`config.mk`:
```
export PLATFORM = sky130hd
export DESIGN_NAME = sfs_sqrt_cell
export DESIGN_NICKNAME = d
export VERILOG_FILES = /design/src/hw/rtl/assert_macros.svh /design/src/hw/rtl/sfs_pkg.sv /design/src/hw/rtl/sfs_sqrt_cell.sv
export SDC_FILE = /design/constraint.sdc
export NUM_CORES = 1
export LEC_CHECK = 0
export ABC_AREA = 1
export BUFFER_PORTS_ARGS = -buffer_cell sky130_fd_sc_hd__buf_2
export CAP_MARGIN = 20
export CELL_PAD_IN_SITES_DETAIL_PLACEMENT = 1
export CELL_PAD_IN_SITES_GLOBAL_PLACEMENT = 2
export CORE_MARGIN = 5
export CORE_UTILIZATION = 30
export CTS_CLUSTER_DIAMETER = 120
export DETAILED_ROUTE_END_ITERATION = 16
export PLACE_DENSITY = 0.84
export SLEW_MARGIN = 20
export SYNTH_ARGS = -nofsm -noshare
export SYNTH_HDL_FRONTEND = slang
export SYNTH_SLANG_ARGS = --single-unit
```
`constraint.sdc`:
```
create_clock -name i_clk -period 7.04 [get_ports i_clk]
set_input_delay 1.408 -clock i_clk [delete_from_list [all_inputs] [get_ports i_clk]]
set_output_delay 1.408 -clock i_clk [all_outputs]
set_load 0.05 [all_outputs]
```
`src/hw/rtl/assert_macros.svh`:
```
// Assertion macros for the RTL of the spring force block.
// Depends on nothing; included inside module bodies.
`ifndef ASSERT_MACROS_SVH
`define ASSERT_MACROS_SVH

// Implication checked in the same cycle
`define ASSERT_IMPL(name, clk, rst_n, ante, cons) \
    name: assert property (@(posedge clk) disable iff (!rst_n) (ante) |-> (cons)) \
        else $error("same-cycle property violated");

// Implication checked in the next cycle
`define ASSERT_NEXT(name, clk, rst_n, ante, cons) \
    name: assert property (@(posedge clk) disable iff (!rst_n) (ante) |=> (cons)) \
        else $error("next-cycle property violated");

`endif

```
`src/hw/rtl/sfs_pkg.sv`:
```
// Package of the spring force block: widths, register codes, stage payload types.
// Depends on nothing.
package sfs_pkg;

    localparam int FRAC_BITS = 16;
    localparam int NUM_AX    = 3;
    localparam int ROOT_W    = 34;   // floor(sqrt) of a sum below 2^66
    localparam int REM_W     = 68;   // square root remainder
    localparam int Q_W       = 31;   // unit vector component, Q.30, up to 2^30
    localparam int DREM_W    = 34;   // divider remainder, below the length

    localparam logic [62:0] MAG_CAP = {63{1'b1}};

    // register indexes of the configuration port
    localparam logic [1:0] CFG_STIFF = 2'd0;
    localparam logic [1:0] CFG_REST  = 2'd1;
    localparam logic [1:0] CFG_DAMP  = 2'd2;
    localparam logic [1:0] CFG_DT    = 2'd3;

    // data riding along the square root cells
    typedef struct packed {
        logic [NUM_AX-1:0][31:0] dm;
        logic [NUM_AX-1:0]       dneg;
        logic [31:0]             sa;
        logic [31:0]             sb;
    } t_sq_side;

    // divider state of the three axes
    typedef struct packed {
        logic [NUM_AX-1:0][DREM_W-1:0] rem;
        logic [NUM_AX-1:0][Q_W-1:0]    quo;
        logic [NUM_AX-1:0]             lsb;
    } t_div_lane;

    // data riding along the divider cells
    typedef struct packed {
        logic [ROOT_W-1:0] len;
        logic [ROOT_W-1:0] dispm;
        logic              dispneg;
        logic              skip;
        logic [NUM_AX-1:0] dneg;
        logic [31:0]       sa;
        logic [31:0]       sb;
    } t_div_side;

endpackage

```
`src/hw/rtl/sfs_sqrt_cell.sv`:
```
// One bit of the pipelined integer square root.
// Depends on sfs_pkg.
module sfs_sqrt_cell #(
    parameter int BIT = 0
) (
    input  logic                      i_clk,
    input  logic                      i_rst_n,
    input  logic                      i_en,
    input  logic                      i_valid,
    input  logic [67:0]               i_rem,
    input  logic [33:0]               i_root,
    input  sfs_pkg::t_sq_side         i_side,
    output logic                      o_valid,
    output logic [67:0]               o_rem,
    output logic [33:0]               o_root,
    output sfs_pkg::t_sq_side         o_side
);
    import sfs_pkg::*;

    logic [REM_W-1:0] trial;
    logic             take;

    // (r + 2^b)^2 - r^2 = r * 2^(b+1) + 2^(2b)
    always_comb begin
        trial = ({{(REM_W-ROOT_W){1'b0}}, i_root} << (BIT + 1))
              + ({{(REM_W-1){1'b0}}, 1'b1} << (2 * BIT));
        take  = (i_rem >= trial);
    end

    always_ff @(posedge i_clk) begin
        if (!i_rst_n) begin
            o_valid <= 1'b0;
        end else if (i_en) begin
            o_valid <= i_valid;
        end
    end

    always_ff @(posedge i_clk) begin
        if (i_en) begin
            o_rem  <= take ? (i_rem - trial) : i_rem;
            o_root <= take ? (i_root | ({{(ROOT_W-1){1'b0}}, 1'b1} << BIT)) : i_root;
            o_side <= i_side;
        end
    end

endmodule

```
==> impl_metrics.json, run 1 <==
{
  "period_minus_slack_ps": 3998,
  "dpl.hpwl_mm": 54.66,
  "grt.total_usage": 0.2544,
  "syn-num-nets": 1699,
  "critPathMaxFanout": 88,
  "drv_slew": 0,
  "synth_flop_cell": "edfxtp_1",
  "routabilityCongestion": 0.9177,
  "finalSetupTns_ps": 0,
  "hold_violations": 0,
  "cts_buffer_depth": 3,
  "synth_warnings": 0,
  "endpoint_kind": "flop",
  "grt_overflow": 0,
  "final_nets": 2257,
  "die_h_um": 220.4,
  "fin_skew_ps": 0,
  "worstSetupPathType": "input pin to flop",
  "netSwitchingPower_uw": 1632,
  "cts_setup_buffers": 0,
  "power_density_mw_per_mm2": 262.3,
  "cp.depth": 11,
  "ant_nets": 0,
  "path_cells": "buf_2 > inv_1 > ha_1 > a21oi_1 > nor2_1 > nor2_2 > o21ai_1 > nor2_1 > nand3_4 > inv_4 > o21ai_0",
  "core-area_sq_mm": 0.04403,
  "viasPerCell": 4.725,
  "synth.distinct_cells": 38,
  "nFillCells": 5296,
  "comb_power_share": 0.258,
  "dieWidth_um": 220.4,
  "antenna_found_initial": 18,
  "fmax_mhz": 250.1,
  "wl_per_cell_um": 25.26,
  "route.vias.total": 12150,
  "leakage_uw": 0.008099,
  "grt_max_degree": 157,
  "p_int_uw": 2965,
  "pwr-share-clk": 0.317,
  "postLayoutCoreUtil": 0.3981,
  "status": "completed",
  "cts_tree": "built",
  "ir_worst_vdd_mv": 0.2313,
  "critPathArrivalTime_ps": 4270,
  "slowest_stage": "inv_4",
  "wl_mm": 64.94,
  "rsz0062_at_grt": "no",
  "critPathMaxStageDelay_ps": 820,
  "crit_required_ps": 7310,
  "clock_latency_ps": 570,
  "critPathBufInv": 3,
  "syn_inst": 1394,
  "hold_class": "flop to flop",
  "crit_family": "buffers and inverters",
  "synth_enable_flop_cells": 265,
  "ys_seq_area_frac": 0.6005,
  "crit_top_cell": "nor2_1",
  "cts_hold_buffers": 0,
  "area_growth_pct": 31.95,
  "cts_buffers": 31,
  "cp-start-kind": "input pin",
  "dr.pass1.iters": 5,
  "h-tree-depth": 1,
  "cts.sinks": 266,
  "io_buffers": 534,
  "layout.cells.most_common": "buf_2",
  "relSlewSlack": 0.3062,
  "pwr-share-seq": 0.426,
  "drive_above_1_share": 0.3252,
  "syn_avg_cell_area_sq_um": 9.529,
  "async_flop_share": 0,
  "timing.hold.ws_ps": 562.0,
  "synth_area_sq_mm": 0.01328,
  "path_clk_slew_ps": 70,
  "layout_common_cells": "533 x buf_2, 449 x nand2_1, 265 x edfxtp_1",
  "reg2reg_slack_ps": 6350,
  "drc": 0,
  "fp.dieArea_sq_mm": 0.04859,
  "setup_viol": 0,
  "grt_pass1_wl_mm": 88.91,
  "drv_cap": 0,
  "grt_pass1_vias": 12600,
  "tightest_slew_ps": 1041,
  "ys_ff_latch": 266,
  "cts-resized-gates": 0,
  "whs_path_depth": 2,
  "rows": 77,
  "min_period_over_period": 0.5679,
  "reg2regPathDepth": 2,
  "io_pins": 535,
  "dr.first_iter.drc_count": 765,
  "start_util": 0.3017,
  "switching_share": 0.3550,
  "clock-root-buffer": "clkbuf_16"
}
==> cell families (layout without fill, tap and decap cells) <==
family | after synthesis | after routing | synth area share
buffers and inverters | 245 | 822 | 0.07366
adders and majority gates | 36 | 36 | 0.03447
xor gates and xnor gates | 29 | 29 | 0.01912
and+or+nand+nor | 720 | 720 | 0.2289
other | 0 | 8 | 0
DFF | 266 | 266 | 0.6005
AOI/OAI and AO/OA | 98 | 98 | 0.04333
==> state kept, by name, summed over array words and instances (netlist names) <==
| name | flops |
|---|---|
| o_side | 163 |
| o_rem | 68 |
| o_root | 34 |
| o_valid | 1 |
==> power groups by stage <==
stage / logic, uW / registers, uW / clock network [uW]
final: 1190 / 1960 / 1460
after global routing: 1250 / 1970 / 1560
after CTS: 1200 / 1960 / 1490
after detailed placement: 1190 / 1990 / 0
after global placement: 1190 / 1990 / 0
after floorplan: 253 / 2480 / 0
==> Yosys cell counts (2+ instances only) <==
cell type | instances | area, sq um
o21bai_1 | 3 | 22.52
o21ai_1 | 7 | 35.03
nor3_1 | 31 | 155.2
or2_2 | 4 | 25.02
o21ai_0 | 35 | 175.2
xnor2_1 | 27 | 236.5
inv_1 | 225 | 844.6
inv_2 | 9 | 33.78
edfxtp_1 | 265 | 7958
nor4_1 | 3 | 18.77
nand2_1 | 449 | 1685
xor2_1 | 2 | 17.52
a21oi_2 | 19 | 166.4
and3_1 | 2 | 12.51
buf_4 | 5 | 37.54
nand3_1 | 58 | 290.3
ha_1 | 35 | 437.9
nor2_2 | 10 | 62.56
nor2_4 | 5 | 56.30
nand2_2 | 10 | 62.56
nand4_1 | 21 | 131.4
nor2_1 | 117 | 439.2
nand3_2 | 3 | 30.03
buf_2 | 2 | 10.01
nand3b_1 | 3 | 22.52
a21oi_1 | 32 | 160.2
==> stage by stage <==
stage | instances | worst slack (ps) | power, uW | cell area (sq um)
2_1_floorplan | 1394 | 3820 | 2737 | 13280
3_3_place_gp | 2511 | 2518 | 3171 | 16630
3_5_place_dp | 2511 | 2410 | 3180 | 16630
4_1_cts | 2563 | 3015 | 4645 | 17510
5_1_grt | 2565 | 2777 | 4777 | 17510
6_report | 2571 | 3042 | 4597 | 17530
==> metal layers <==
layer / up-vias / global-route usage / part of all wire
li1: 5665 / - / -
met1: 5990 / 0.3320 / 0.42
met2: 400 / 0.4485 / 0.49
met3: 82 / 0.04748 / 0.065
met4: 10 / 0.04306 / 0.020
met5: - / 0 / 0.00083
==> worst paths after layout <==
| kind | startpoint | endpoint |
|---|---|---|
| worst max-delay path | i_root[32] | o_rem[15] |
| worst min-delay path | o_valid | o_valid |
| worst min register to register | o_valid | o_valid |
| worst max register to register | o_valid | o_valid |
==> tightest hold or removal path, stage by stage, from the launching register on <==
cell and delay (ps):
dfxtp_1 320, o21ai_0 90, a21oi_1 110
==> final cells by class <==
| cell class | count | area, sq um | share of cell area |
|---|---|---|---|
| inverter | 235 | 884.6 | 0.05047 |
| sequential | 266 | 7978 | 0.4551 |
| antenna | 8 | 20.02 | 0.001142 |
| tap | 592 | 740.7 | 0.04226 |
| clock inverter | 18 | 87.58 | 0.004997 |
| clock buffer | 34 | 787.0 | 0.04490 |
| timing repair buffer | 535 | 2703 | 0.1542 |
| multi-input combinational | 883 | 4328 | 0.2469 |
Power figures use the tool's default switching activity.
==> run 2, diff against run 1 <==
--- a/config.mk
+++ b/config.mk
@@ -11,10 +11,10 @@
 export CELL_PAD_IN_SITES_DETAIL_PLACEMENT = 1
 export CELL_PAD_IN_SITES_GLOBAL_PLACEMENT = 2
 export CORE_MARGIN = 5
-export CORE_UTILIZATION = 30
+export CORE_UTILIZATION = 26
 export CTS_CLUSTER_DIAMETER = 120
 export DETAILED_ROUTE_END_ITERATION = 16
-export PLACE_DENSITY = 0.84
+export PLACE_DENSITY = 0.77
 export SLEW_MARGIN = 20
 export SYNTH_ARGS = -nofsm -noshare
 export SYNTH_HDL_FRONTEND = slang
==> constraint.sdc (replaced) <==
create_clock -name i_clk -period 3.3 [get_ports i_clk]
set_input_delay 0.66 -clock i_clk [delete_from_list [all_inputs] [get_ports i_clk]]
set_output_delay 0.66 -clock i_clk [all_outputs]
set_load 0.05 [all_outputs]
==> impl_metrics.json, run 2 (synthesized netlist as in run 1, its figures left out) <==
{
  "finalSetupTns_ps": 0,
  "die_h_um": 236.0,
  "regMostFlops": "o_side",
  "layout_common_cells": "533 x buf_2, 449 x nand2_1, 265 x edfxtp_1",
  "cts_tree": "built",
  "crit_required_ps": 3610,
  "pwr-share-clk": 0.333,
  "fin_skew_ps": 0,
  "hold_start": "i_side[132]",
  "core-area_sq_mm": 0.05038,
  "dieWidth_um": 236.0,
  "grt_pass1_vias": 12650,
  "reg2reg_slack_ps": 2530,
  "cts_hold_buffers": 0,
  "largest_register_ffs": 163,
  "cts-resized-gates": 0,
  "path_clk_slew_ps": 60,
  "cts.sinks": 266,
  "r2r_start": "o_valid",
  "timing.hold.ws_ps": 262.6,
  "cts_buffers": 31,
  "start_util": 0.2637,
  "hold_class": "input pin to flop",
  "status": "completed",
  "cts_setup_buffers": 0,
  "ant_nets": 0,
  "pwr-share-seq": 0.413,
  "final_nets": 2284,
  "area_growth_pct": 35.68,
  "drive_above_1_share": 0.3347,
  "dpl.hpwl_mm": 57.36,
  "drv_cap": 0,
  "viasPerCell": 4.559,
  "grt_max_degree": 84,
  "dr.pass1.iters": 5,
  "switching_share": 0.3465,
  "clock_latency_ps": 570,
  "drc": 0,
  "routabilityCongestion": 0.9656,
  "comb_power_share": 0.253,
  "endpoint_kind": "flop",
  "io_buffers": 534,
  "wl_per_cell_um": 24.97,
  "cts_buffer_depth": 3,
  "hold_violations": 0,
  "hold_path_end": "o_side[132]",
  "min_period_over_period": 0.7655,
  "drv_slew": 0,
  "relSlewSlack": 0.5095,
  "wl_mm": 66.92,
  "ir_worst_vdd_mv": 0.2594,
  "p_int_uw": 6595,
  "worstSetupPathType": "input pin to flop",
  "reg2regPathDepth": 2,
  "tightest_slew_ps": 735.8,
  "cp-start-kind": "input pin",
  "leakage_uw": 0.008293,
  "grt.total_usage": 0.2297,
  "route.vias.total": 12220,
  "power_density_mw_per_mm2": 560.0,
  "fmax_mhz": 395.9,
  "reg2reg_to": "o_valid",
  "critPathArrivalTime_ps": 2840,
  "whs_path_depth": 1,
  "fp.dieArea_sq_mm": 0.05571,
  "period_minus_slack_ps": 2526,
  "grt_overflow": 0,
  "critPathMaxFanout": 4,
  "h-tree-depth": 1,
  "io_pins": 535,
  "grt_pass1_wl_mm": 93.21,
  "dr.first_iter.drc_count": 706,
  "layout.cells.most_common": "buf_2",
  "antenna_found_initial": 25,
  "rsz0062_at_grt": "no",
  "rows": 82,
  "nFillCells": 5991,
  "setup_viol": 0,
  "netSwitchingPower_uw": 3497,
  "clock-root-buffer": "clkbuf_16",
  "reg_top3": "o_side: 163 flops, o_rem: 68 flops, o_root: 34 flops"
}
==> run 2: cell types whose count changed in the layout (fill, tap and decap cells not counted), sizes merged <==
cell	delta
buf	+27
bufinv	+3
clkinv	-2
inv	-1
clkinvlp	+2
diode	-2
clkbuf	+2
==> run 2: worst max-delay path by stage <==
stage,start,endpoint,slack (ps),depth (start not counted)
2_1_floorplan,i_root[1],o_rem[46],830,13
3_3_place_gp,i_root[26],o_rem[57],120,11
3_5_place_dp,i_rem[2],o_rem[60],160,13
4_1_cts,i_rem[2],o_rem[60],750,13
5_1_grt,i_root[18],o_rem[60],560,17
6_report,i_root[26],o_rem[57],770,11
==> run 2: power by group through the flow <==
stage               Clock, uW  Sequential, uW  Combinational [uW]
finish                   3360            4170                2560
global route             3610            4200                2710
CTS                      3460            4180                2600
detailed placement          0            4240                2590
global placement            0            4240                2580
floorplan                   0            5300                 539
==> run 2: stage by stage <==
step	instances	util	instance area, sq um	total power [uW]	worst slack (ps)
after floorplan	1394	-	13280	5840	827.5
after global placement	2618	0.3382	17040	6813	119.1
after detailed placement	2618	0.3382	17040	6830	164.5
after CTS	2674	0.3575	18010	10230	755.0
after global routing	2674	0.3575	18010	10510	558.8
final	2680	0.3578	18020	10090	774.0
==> run 2: cell type report <==
type | instances | area, sq um | area share
flip-flops and latches | 266 | 7978 | 0.4426
clock inverters | 20 | 177.7 | 0.009858
multi-input cells | 883 | 4328 | 0.2401
repair buffers | 562 | 3005 | 0.1667
inverters | 235 | 884.6 | 0.04908
well taps | 672 | 840.8 | 0.04665
clock buffers | 36 | 794.5 | 0.04408
diodes | 6 | 15.01 | 0.0008330
==> run 2: metal layers <==
metal / GRT usage / share of wire / up-vias
li1: - / - / 5729
met1: 0.2799 / 0.40 / 5968
met2: 0.4186 / 0.51 / 407
met3: 0.05899 / 0.073 / 84
met4: 0.03308 / 0.015 / 30
met5: 0 / 0.0024 / -
==> run 2: critical path, cell delays in order <==
cell and delay [ps]:
buf_2 100, inv_1 50, ha_1 410, nand2_1 170, nor2_1 340, nand2_1 220, nor3_1 380, and3_1 230
nand2_1 100, nand3_1 120, a21oi_2 60
==> run 3, diff against run 2 <==
==> constraint.sdc (replaced) <==
create_clock -name i_clk -period 2.2 [get_ports i_clk]
set_input_delay 0.44 -clock i_clk [delete_from_list [all_inputs] [get_ports i_clk]]
set_output_delay 0.44 -clock i_clk [all_outputs]
set_load 0.05 [all_outputs]
==> impl_metrics.json, run 3 (synthesized netlist as in run 1, its figures left out) <==
{
  "cts_buffer_depth": 3,
  "nFillCells": 6040,
  "area_growth_pct": 51.76,
  "cp-start-kind": "input pin",
  "drive_above_1_share": 0.4269,
  "dr.pass1.iters": 5,
  "ant_nets": 0,
  "start_util": 0.2637,
  "postLayoutCoreUtil": 0.4002,
  "dieWidth_um": 236.0,
  "viasPerCell": 4.509,
  "critPathMaxStageDelay_ps": 330,
  "critPathLaunch": "i_root[22]",
  "cts_tree": "built",
  "wl_per_cell_um": 24.46,
  "dpl.hpwl_mm": 61.78,
  "leakage_uw": 0.009573,
  "hold_class": "input pin to flop",
  "critPathArrivalTime_ps": 2420,
  "io_buffers": 534,
  "layout.cells.most_common": "buf_2",
  "drc": 0,
  "grt.total_usage": 0.2480,
  "clock-root-buffer": "clkbuf_16",
  "crit_top_cell": "nand2_1",
  "place_ws_ps": -787.6,
  "reg2reg_slack_ps": 1550,
  "largest_register_ffs": 163,
  "routabilityCongestion": 0.9716,
  "final_nets": 2540,
  "path_clk_slew_ps": 60,
  "grt_pass1_vias": 13750,
  "fin_skew_ps": 0,
  "tightest_slew_ps": 453.3,
  "fp.dieArea_sq_mm": 0.05571,
  "fmax_mhz": 470.4,
  "power.total_uw": 15980,
  "worstSetupPathType": "input pin to flop",
  "power_density_mw_per_mm2": 792.6,
  "period_minus_slack_ps": 2126,
  "layout_common_cells": "533 x buf_2, 437 x nand2_1, 270 x buf_4",
  "hold_path_end": "o_side[102]",
  "hold_violations": 0,
  "cts_hold_buffers": 0,
  "critPathMaxFanout": 4,
  "io_pins": 535,
  "min_period_over_period": 0.9663,
  "hold_start": "i_side[102]",
  "cts.sinks": 266,
  "crit_required_ps": 2490,
  "antenna_found_initial": 26,
  "cts_buffers": 34,
  "timing.hold.ws_ps": 71.31,
  "dr.first_iter.drc_count": 716,
  "grt_max_degree": 63,
  "drv_slew": 0,
  "rows": 82,
  "endpoint_kind": "flop",
  "slowest_stage": "ha_1",
  "grt_pass1_wl_mm": 100.4,
  "wl_mm": 71.75,
  "grt_overflow": 0,
  "relSlewSlack": 0.6978,
  "h-tree-depth": 2,
  "route.vias.total": 13220,
  "clock_latency_ps": 540,
  "critPathBufInv": 5,
  "reg_top3": "o_side: 163 flops, o_rem: 68 flops, o_root: 34 flops",
  "setup_viol": 0,
  "ir_worst_vdd_mv": 0.4659,
  "setup_slack_ps": 74.06,
  "core-area_sq_mm": 0.05038,
  "reg2regPathDepth": 2,
  "reg2reg_to": "o_valid",
  "status": "completed",
  "crit_family": "simple AND/OR/NAND/NOR gates",
  "drv_cap": 0,
  "path_cells": "buf_2 > inv_1 > ha_1 > nand2_1 > inv_1 > nand2_1 > nand2_1 > inv_1 > nand2_1 > inv_1 > nand3_1 > or2_2 > nand3_1 > nand2_1",
  "r2r_start": "o_valid",
  "die_h_um": 236.0,
  "regMostFlops": "o_side",
  "whs_path_depth": 1,
  "finalSetupTns_ps": 0
}
[run 3: worst max-delay path by stage]
stage                end  slack [ps]  depth (start not counted)
2_1_floorplan  o_rem[46]          20                         12
3_3_place_gp   o_rem[35]        -820                         14
3_5_place_dp   o_rem[35]        -790                         14
4_1_cts        o_rem[65]           4                         14
5_1_grt        o_rem[28]         -10                         17
6_report       o_rem[25]          70                         14
[run 3: metal layers]
metal | share of wire | vias to the layer above | wire length, um | track usage
met4 | 0.018 | 12 | 1266 | 0.04258
met1 | 0.42 | 6500 | 30320 | 0.3153
met5 | 0.00089 | - | 64 | 0
li1 | - | 6236 | - | -
met3 | 0.054 | 82 | 3887 | 0.04801
met2 | 0.50 | 394 | 36220 | 0.4450
[run 3: what timing repair did]
action | 4_1_cts | 5_1_grt
setup endpoints to repair | 6 | 54
pin swaps | 0 | 3
gates resized for setup | 4 | 32
buffers inserted | 0 | 0
[run 3: through the flow]
step,cells,area (sq um)
floorplan,1394,13310
global placement,2871,18980
detailed placement,2871,18980
CTS,2930,20040
global route,2930,20150
finish,2933,20160
[run 3: final cells by class]
class | count | area, sq um | area share
diodes | 3 | 7.507 | 0.0003724
clock buffers | 38 | 887.1 | 0.04400
clock inverters | 21 | 157.7 | 0.007820
inverters | 235 | 884.6 | 0.04388
multi-input cells | 883 | 4483 | 0.2224
flip-flops and latches | 266 | 7978 | 0.3957
well taps | 672 | 840.8 | 0.04171
repair buffers | 815 | 4921 | 0.2441
[run 3: worst register-to-register path, cell delays in order (launching register included)]
cell and delay (ps):
dfxtp_1 320, o21ai_0 150, a21oi_1 60
[run 3: power by group]
part	switching (uW)	leakage [uW]	internal [uW]	total (uW)
sequential	147	0.00260	6120	6260
clock	2320	0.000502	3030	5360
combinational	3130	0.00647	1230	4360
total	5600	0.00957	10400	16000
